File: config.mk
export PLATFORM = sky130hd
export DESIGN_NAME = sorted_name_table_unit
export DESIGN_NICKNAME = d
export VERILOG_FILES = /design/src/sv/snt_pkg.sv /design/src/sv/snt_cell.sv /design/src/sv/sorted_name_table_unit.sv
export SDC_FILE = /design/constraint.sdc
export NUM_CORES = 2
export LEC_CHECK = 0
export ABC_AREA = 1
export BUFFER_PORTS_ARGS = -buffer_cell sky130_fd_sc_hd__buf_2
export CAP_MARGIN = 10
export CORE_MARGIN = 4
export CORE_UTILIZATION = 55
export DETAILED_ROUTE_END_ITERATION = 7
export GPL_TIMING_DRIVEN = 1
export HOLD_SLACK_MARGIN = 0.05
export MAX_ROUTING_LAYER = met4
export PLACE_DENSITY = 0.71
export SYNTH_ARGS = -nofsm -noshare
export SYNTH_HDL_FRONTEND = slang
export SYNTH_SLANG_ARGS = --single-unit
File: constraint.sdc
create_clock -name clk -period 8.35 [get_ports clk]
set_clock_uncertainty 0.2 [all_clocks]
set_input_delay 0.835 -clock clk [delete_from_list [all_inputs] [get_ports clk]]
set_output_delay 0.835 -clock clk [all_outputs]
set_load 0.03 [all_outputs]
File: src/sv/snt_pkg.sv
`default_nettype none

package snt_pkg;

  localparam int CAPACITY   = 16;
  localparam int NAME_BYTES = 8;

  localparam int KEY_W   = 64;
  localparam int OP_W    = 2;
  localparam int IDX_W   = 4;
  localparam int STAT_W  = 2;
  localparam int ENTRY_W = 5;
  localparam int COUNT_W = $clog2(CAPACITY + 1);
  localparam int RD_W    = (COUNT_W > IDX_W) ? COUNT_W : IDX_W;

  localparam logic [OP_W-1:0] OP_INSERT = 2'd0;
  localparam logic [OP_W-1:0] OP_READ   = 2'd1;
  localparam logic [OP_W-1:0] OP_CLEAR  = 2'd2;

  localparam logic [STAT_W-1:0] ST_OK    = 2'd0;
  localparam logic [STAT_W-1:0] ST_FULL  = 2'd1;
  localparam logic [STAT_W-1:0] ST_RANGE = 2'd2;

  typedef logic [KEY_W-1:0] key_t;

  typedef struct packed {
    logic insert;
    logic valid;
  } cell_ctl_t;

  // keep the top name bytes, zero everything from the first nul on
  function automatic key_t normalize_key(input key_t k);
    key_t       res;
    logic       keep;
    logic [7:0] b;
    res  = '0;
    keep = 1'b1;
    for (int i = 0; i < 8; i++) begin
      b = k[KEY_W-1-8*i -: 8];
      if (b == 8'd0 || i >= NAME_BYTES) begin
        keep = 1'b0;
      end
      res[KEY_W-1-8*i -: 8] = keep ? b : 8'd0;
    end
    return res;
  endfunction

endpackage

`default_nettype wire

File: src/sv/snt_cell.sv
`default_nettype none

module snt_cell
  import snt_pkg::*;
(
  input  wire logic      clk,
  input  wire cell_ctl_t ctl,
  input  wire key_t      new_key,
  input  wire logic      left_le,
  input  wire key_t      left_key,
  output logic           le,
  output key_t           key
);

  // held key is valid and not above the incoming key
  assign le = ctl.valid && (key <= new_key);

  always_ff @(posedge clk) begin
    if (ctl.insert && !le) begin
      key <= left_le ? new_key : left_key;
    end
  end

endmodule

`default_nettype wire

File: src/sv/sorted_name_table_unit.sv
// result: registered when the item is accepted; out_valid rises in the next cycle
// throughput: one item per cycle unless the output stalls; each cell compares
//   its key with the incoming key and shifts right in that same cycle
// reset: clears the held entry count and the output valid; cell keys are
//   not reset and are only read below the count
`default_nettype none

module sorted_name_table_unit
  import snt_pkg::*;
(
  input  wire logic                clk,
  input  wire logic                rst,
  input  wire logic                in_valid,
  output logic                     in_stall,
  input  wire logic [OP_W-1:0]     op,
  input  wire logic [KEY_W-1:0]    key_in,
  input  wire logic [IDX_W-1:0]    read_index,
  output logic                     out_valid,
  input  wire logic                out_stall,
  output logic [STAT_W-1:0]        status,
  output logic [ENTRY_W-1:0]       entry_count,
  output logic [KEY_W-1:0]         key_out
);

  logic [COUNT_W-1:0] held_count;
  logic [COUNT_W-1:0] held_count_next;
  logic               in_accept;
  logic               full;
  logic               do_insert;
  key_t               norm_key;
  key_t               cell_key [CAPACITY];
  logic               cell_le  [CAPACITY];
  logic [RD_W-1:0]    rd_ext;
  logic               read_ok;
  key_t               read_key;
  logic [STAT_W-1:0]  status_next;
  key_t               key_out_next;

  assign in_stall  = out_valid && out_stall;
  assign in_accept = in_valid && !in_stall;
  assign full      = (held_count == COUNT_W'(CAPACITY));
  assign do_insert = in_accept && (op == OP_INSERT) && !full;
  assign norm_key  = normalize_key(key_in);

  for (genvar i = 0; i < CAPACITY; i++) begin : g_cell
    cell_ctl_t ctl;
    logic      left_le;
    key_t      left_key;

    assign ctl.insert = do_insert;
    assign ctl.valid  = (COUNT_W'(i) < held_count);

    if (i == 0) begin : g_head
      assign left_le  = 1'b1;
      assign left_key = norm_key;
    end else begin : g_body
      assign left_le  = cell_le[i-1];
      assign left_key = cell_key[i-1];
    end

    snt_cell u_cell (
      .clk      (clk),
      .ctl      (ctl),
      .new_key  (norm_key),
      .left_le  (left_le),
      .left_key (left_key),
      .le       (cell_le[i]),
      .key      (cell_key[i])
    );
  end

  assign rd_ext  = RD_W'(read_index);
  assign read_ok = (rd_ext < RD_W'(held_count)) && (rd_ext < RD_W'(CAPACITY));

  always_comb begin
    read_key = '0;
    for (int i = 0; i < CAPACITY; i++) begin
      if (rd_ext == RD_W'(i)) begin
        read_key = cell_key[i];
      end
    end
  end

  always_comb begin
    held_count_next = held_count;
    status_next     = ST_OK;
    key_out_next    = '0;
    unique case (op)
      OP_INSERT: begin
        if (full) begin
          status_next = ST_FULL;
        end else begin
          held_count_next = held_count + COUNT_W'(1);
        end
      end
      OP_READ: begin
        if (read_ok) begin
          key_out_next = read_key;
        end else begin
          status_next = ST_RANGE;
        end
      end
      OP_CLEAR: begin
        held_count_next = '0;
      end
      default: begin
      end
    endcase
  end

  always_ff @(posedge clk) begin
    if (rst) begin
      held_count <= '0;
      out_valid  <= 1'b0;
    end else begin
      if (in_accept) begin
        held_count <= held_count_next;
        out_valid  <= 1'b1;
      end else if (!out_stall) begin
        out_valid  <= 1'b0;
      end
    end
  end

  always_ff @(posedge clk) begin
    if (in_accept) begin
      status      <= status_next;
      entry_count <= ENTRY_W'(held_count_next);
      key_out     <= key_out_next;
    end
  end

`ifndef SYNTHESIS
  a_count_bound: assert property (@(posedge clk) disable iff (rst)
    held_count <= COUNT_W'(CAPACITY))
    else $error("entry count above capacity");

  a_clear_empties: assert property (@(posedge clk) disable iff (rst)
    in_accept && op == OP_CLEAR |=> held_count == '0)
    else $error("clear did not empty the table");

  a_insert_grows: assert property (@(posedge clk) disable iff (rst)
    do_insert |=> held_count == $past(held_count) + COUNT_W'(1))
    else $error("insert did not add one entry");

  a_item_result: assert property (@(posedge clk) disable iff (rst)
    in_accept |=> out_valid && entry_count == ENTRY_W'(held_count))
    else $error("result missing or count mismatch");
`endif

endmodule

`default_nettype wire
## Yosys cells after proc, flatten, opt, wreduce, memory -nomap -nowiden

Index checks and enable logic that the tools add are counted.

| operators by class | value |
|---|---|
| order comparisons | 34 |
| reductions and logical operators | 66 |
| $add $sub $neg | 1 |
| mux-type cells | 54 |
| equality and inequality tests | 19 |

Operator list:

| kind | number |
|---|---|
| two-way mux 64 bit | 31 |
| less-or-equal comparator 64 bit | 16 |
| zero test 8 bit | 8 |
| two-way mux 8 bit | 8 |
| less-than comparator 4 x 5 -> 1 bit (first input constant) | 8 |
| logical AND 1 bit | 37 |
| equality test 4 bit (second input constant) | 8 |
| less-than comparator 3 x 5 -> 1 bit (first input constant) | 4 |
| zero test 1 bit | 18 |
| equality test 4 x 3 -> 1 bit (second input constant) | 4 |
| two-way mux 1 bit | 11 |
| less-than comparator 1 x 5 -> 1 bit (first input constant) | 2 |
| less-than comparator 2 x 5 -> 1 bit (first input constant) | 2 |
| case mux 5 bit (2 select lines) | 1 |
| equality test 4 x 2 -> 1 bit (second input constant) | 2 |
| adder 5 x 1 -> 5 bit (second input constant) | 1 |
| equality test 5 bit (second input constant) | 1 |
| zero test 5 bit | 1 |
| less-than comparator 4 x 5 -> 1 bit | 1 |
| less-than comparator 4 x 5 -> 1 bit (second input constant) | 1 |
| two-way mux 5 bit | 1 |
| equality test 4 x 1 -> 1 bit (second input constant) | 1 |
| case mux 2 bit (2 select lines) | 1 |
| equality test 2 x 1 -> 1 bit (second input constant) | 1 |
| other kinds (5) | 5 |

| storage, ports and cells | value |
|---|---|
| word-level logic and storage cells | 195 |
| output and inout bits | 73 |
| register bits after elaboration | 1101 |

## Longest topological paths before layout

| logic depth | value |
|---|---|
| depth after elaboration | 17 |
| mapped depth | 30 |
| mapped depth without buffers | 29 |

## Modules after synthesis

A second synthesis with hierarchy kept.

| second synthesis, totals | value |
|---|---|
| cells, all modules | 10153 |
| area, all modules | 80679.9 um^2 |

By module, submodules not included:

| module | cells an instance | times used | area an instance (um^2) | seq. area each (um^2) |
|---|---|---|---|---|
| snt_cell at g_cell[0].u_cell ... | 483 | 15 | 4276.6 | 1921.8 |
| sorted_name_table_unit | 2410 | 1 | 12164.2 | 2252.2 |
| snt_cell at g_cell[6].u_cell | 498 | 1 | 4366.7 | 1921.8 |

## Worst setup path after synthesis

No wires, ideal clock.

| timing | value |
|---|---|
| path type | input to register |
| from | input out_stall |
| to | register g_cell[10].u_cell.key[0], enable pin |
| arrival | 8.283 ns |
| path slack | -0.641 ns |
| data required time | 7.643 ns |
| stages | 6 |
| cell sequence | nand2_1 > inv_1 > nor2_1 > nand2_1 > clkbuf_1 > a21oi_1 |

| on the way | value |
|---|---|
| longest elaborated chain between the ends | 6 |

RTL lines:

| element | RTL line | text |
|---|---|---|
| start: declaration | sorted_name_table_unit.sv:19 | `input wire logic out_stall,` |
| logical AND 1 bit | sorted_name_table_unit.sv:39 | `assign in_stall = out_valid && out_stall;` |
| named net in_stall | sorted_name_table_unit.sv:14 | `output logic in_stall,` |
| zero test 1 bit | sorted_name_table_unit.sv:40 | `assign in_accept = in_valid && !in_stall;` |
| logical AND 1 bit | sorted_name_table_unit.sv:40 |  |
| named net in_accept | sorted_name_table_unit.sv:27 | `logic in_accept;` |
| logical AND 1 bit (2 in a row) | sorted_name_table_unit.sv:42 | `assign do_insert = in_accept && (op == OP_INSERT) && !full;` |
| logical AND 1 bit | snt_cell.sv:19 | `if (ctl.insert && !le) begin` |
| end signal: assignment | snt_cell.sv:20 | `key <= left_le ? new_key : left_key;` |
| end: declaration | snt_cell.sv:12 | `output key_t key` |

The timed path passes the listed nets, and every way through them passes these cells.
A chain may end at the register's enable or synchronous reset.

## Final worst setup path

| timing | value |
|---|---|
| from | input key_in[59] |
| to | register g_cell[4].u_cell.key[63] (data pin) |

| on the way | value |
|---|---|
| longest elaborated chain between the ends | 13 |
| elaborated cells on any way between the ends | 20 |
| classes of those cells | order compare (1); mux (17); reduce/logical (2) |

RTL lines:

| element | RTL line | text |
|---|---|---|
| start: declaration | sorted_name_table_unit.sv:16 | `input wire logic [KEY_W-1:0] key_in,` |
| zero test 8 bit | snt_pkg.sv:40 | `if (b == 8'd0 \|\| i >= NAME_BYTES) begin` |
| two-way mux 1 bit (8 in a row) | snt_pkg.sv:40 |  |
| two-way mux 8 bit | snt_pkg.sv:43 | `res[KEY_W-1-8*i -: 8] = keep ? b : 8'd0;` |
| less-or-equal comparator 64 bit | snt_cell.sv:16 | `assign le = ctl.valid && (key <= new_key);` |
| logical AND 1 bit | snt_cell.sv:16 |  |
| two-way mux 64 bit * | snt_cell.sv:20 |  |
| end signal: assignment | snt_cell.sv:20 |  |
| end: declaration | snt_cell.sv:12 |  |

Every way passes the cells marked *; elsewhere a longest branch is shown, timed or not.

==> impl_results.md <==
* Layout Cells excl Fill at 11,500
* Antenna violations before repair at 5
* Post-synthesis register bit count at 1,101
* Final setup viols at 0
* R2R depth at 13
* Worst skew pair latency at 0.78 ns
* Post-synthesis net count at 10,600
* Hold Crit Endpoint: out_valid$_SDFFE_PP0P_
* Status: finished, final reports clean
* CP required at 8.68 ns
* # rows at 137
* Post-layout min period at 6.84 ns
* Hold Crit Start: out_stall
* Hold buffers post-CTS at 0
* PostCTS Resize Cnt at 0
* Bufs and invs on worst path at 5
* Switching Power at 0.00467 W
* Cell count of the worst hold path at 3
* Slowest stage cell, crit path: nor4_1
* Worst path arrival time at 7.17 ns
* Post-synth EDFFs at 1,095
* Htree depth at 4
* Sum Neg Setup Slack at 0 ns
* Initial detailed-routing violation count at 9,383
* Pleak at 38.7 nW
* Max cap viols at 0
* CP most frequent cell: nand4_1
* RSZ-0062 raised after global routing: no
* CTS tree: yes
* Die X at 383 µm
* Main synth FF type: edfxtp_1
* Core area at 140,000 µm²
* Pin count of the biggest net entering global routing at 99
* Switch share at 0.309
* Total track usage at 0.372
* Final Wtd Congestion at 1.01
* ANT nets after route at 0
* Vias in the first global route at 65,100
* Worst Setup Path Type: input port to flip-flop
* Wire length on met2 at 110,000 µm
* Post-route cell area at 85,000 µm²
* Post-synth top cells: nand2_1, edfxtp_1, ha_1
* Port Buf Inserts at 146
* Max VDD drop at 187 µV
* Layout cells sized above 1 at 0.0665
* Post-synth ARST share at 0
* Clock Pin Slew Worst Setup and Hold Paths at 0.06 ns
* Syn avg cell area at 8.19 µm²
* DR vias at 70,500
* Pre-antenna DRT Iters at 7
* Pwr dens at 178 nW/µm²
* Post-Syn Area at 77,500 µm²
* Reg power frac at 0.434
* Worst-path maximum fanout at 48
* Clock share of power at 0.369
* Pint at 0.0104 W
* Drt drc at 0
* Area Overhead vs Synth at 9.68%
* Max Freq at 146 MHz
* Top-count cell post-synth: nand2_1
* First-pass GRT wire length at 402,000 µm
* Reg2Reg Launch Point: g_cell[3].u_cell.key[47]$_DFFE_PP_
* Fin util at 0.608
* Critical Path, Cell by Cell: buf_2 -> inv_1 -> nand4_1 -> nor2_1 -> a21oi_2 -> nand2_2 -> nor2_1 -> buf_4 -> inv_1 -> ha_1 -> nand4_1 -> nor2_1 -> nand4_1 -> nor4_1 -> nand4_1 -> nand2_2 -> nand2_2 -> buf_4 -> nand2_1 -> nand2_1
* CP endpoint kind: flip-flop
* Yosys top cell by area: edfxtp_1
* Yosys warnings at 0
* IO Count at 147
* Gate power share at 0.196
* Clock buffer depth at 3
* Initial Util at 0.555
* Number of setup buffers added after CTS at 0
* Slew headroom at 0.233
* Mapped Cells at 9,468
* Placed cell count at 11,200
* Routed WL per cell at 23.6 µm
* TritonCTS buffer count at 134
* Hold Vio Cnt, Final at 0
* Drt via density at 6.15
* Top-area cell type share of the netlist area at 0.424
* Clock Sinks at 1,101
* Crit share post-route at 0.819
* Clock Tree Root: clkbuf_16
* Chip height at 383 µm
* WL met3 at 36,200 µm
* DP Wirelength at 206,000 µm
* Crit start category: input port
* Largest stage delay, worst path at 0.87 ns
* Count of different cell masters after synthesis at 43
* Slew Viols, Final at 0
* Worst Tran Pin Value at 1.14 ns
* Top routing layer in use: met4
* Hold Crit Class: input port to flip-flop
* Top cell family by delay on the critical path: simple AND/OR/NAND/NOR gates
* Remaining global-route overflow at 0
* Seq/Total Area, Yosys at 0.426
* Number of fill cells in the layout at 12,100
* Wire length on met1 at 112,000 µm
* Reg2reg end: g_cell[4].u_cell.key[63]$_DFFE_PP_
* Layout Nets at 10,600
* DP Area at 81,000 µm²
* Die area at 147,000 µm²
* Synth area leaders: edfxtp_1, ha_1, nand2_1
* Final wirelength at 271,000 µm
* R2r setup slk at 3.50 ns
## layout by cell type (no fill, tap or decap), drive strengths merged, types with 2 or more instances in the layout
master / count
nor3: 39
a21oi: 617
clkinv: 40
a41oi: 2
clkbuf: 187
nor4b: 2
a21o: 6
a21boi: 3
a211oi: 11
a31oi: 11
nand3: 869
diode: 4
o211ai: 32
inv: 568
nor4: 54
nor2: 628
edfxtp: 1095
and3: 6
bufinv: 3
dfxtp: 6
nand3b: 3
nand4: 269
nand2: 3153
o21bai: 15
ha: 1029
o21a: 19
buf: 349
or2: 31
o21ai: 532
## layer usage
metal / track usage / vias up
li1: - / 32700
met1: 0.524 / 32900
met2: 0.513 / 4303
met3: 0.0903 / 549
met4: 0.152 / 0
met5: - / -
## power by group through the flow
stage	combinational, W	sequential (W)	clock, W
2_1_floorplan	0.00180	0.00669	0
3_3_place_gp	0.00278	0.00667	0
3_5_place_dp	0.00287	0.00667	0
4_1_cts	0.00289	0.00656	0.00560
5_1_grt	0.00326	0.00658	0.00582
6_report	0.00297	0.00656	0.00558
## flip-flops by register name (all words and copies together) (netlist names)
signal,count
status,2
out_valid,1
entry_count,5
held_count,5
g_cell.u_cell.key,1024
key_out,64
## worst min-delay path, stage by stage
cell	delay (ns)
buf_2	0.10
nand2_1	0.08
a21oi_1	0.06
## cell type report
cell class	count	area (µm²)	share of cell area
antenna	4	10.0	0.000118
clock inverter	40	258	0.00303
sequential	1101	33000	0.388
inverter	572	2150	0.0253
tap	1876	2350	0.0276
timing repair buffer	349	2490	0.0293
multi-input combinational	7338	41000	0.482
clock buffer	187	3740	0.0440
## metrics by stage
stage	power (W)	hold slack, ns	worst slack, ns
floorplan	0.00849	0.313	-0.641
global route	0.0157	0.121	1.24
detailed placement	0.00954	0.280	0.951
finish	0.0151	0.139	1.51
CTS	0.0150	0.0980	1.77
global placement	0.00944	0.257	1.06
## worst max path at each step
stage	cells past startpoint	from	slack, ns	to
after floorplan	6	out_stall	-0.64	g_cell[10].u_cell.key[0]$_DFFE_PP_
after global placement	26	key_in[59]	1.06	g_cell[11].u_cell.key[60]$_DFFE_PP_
after detailed placement	26	key_in[59]	0.95	g_cell[11].u_cell.key[36]$_DFFE_PP_
final	20	key_in[59]	1.51	g_cell[4].u_cell.key[63]$_DFFE_PP_
after global routing	26	key_in[57]	1.24	g_cell[11].u_cell.key[60]$_DFFE_PP_
after CTS	26	key_in[59]	1.77	g_cell[11].u_cell.key[36]$_DFFE_PP_
## kinds of logic (layout without fill, tap and decap cells)
logic type / count (synthesis) / in the layout / synth area share
fa+ha+maj: 1029 / 1029 / 0.166
flops: 1101 / 1101 / 0.426
simple gates: 5056 / 5056 / 0.273
other cells: 0 / 4 / 0
buf+inv: 1029 / 1148 / 0.0512
xor+xnor: 1 / 1 / 0.000113
compound gates: 1252 / 1252 / 0.0841
Power figures use the tool's default switching activity.
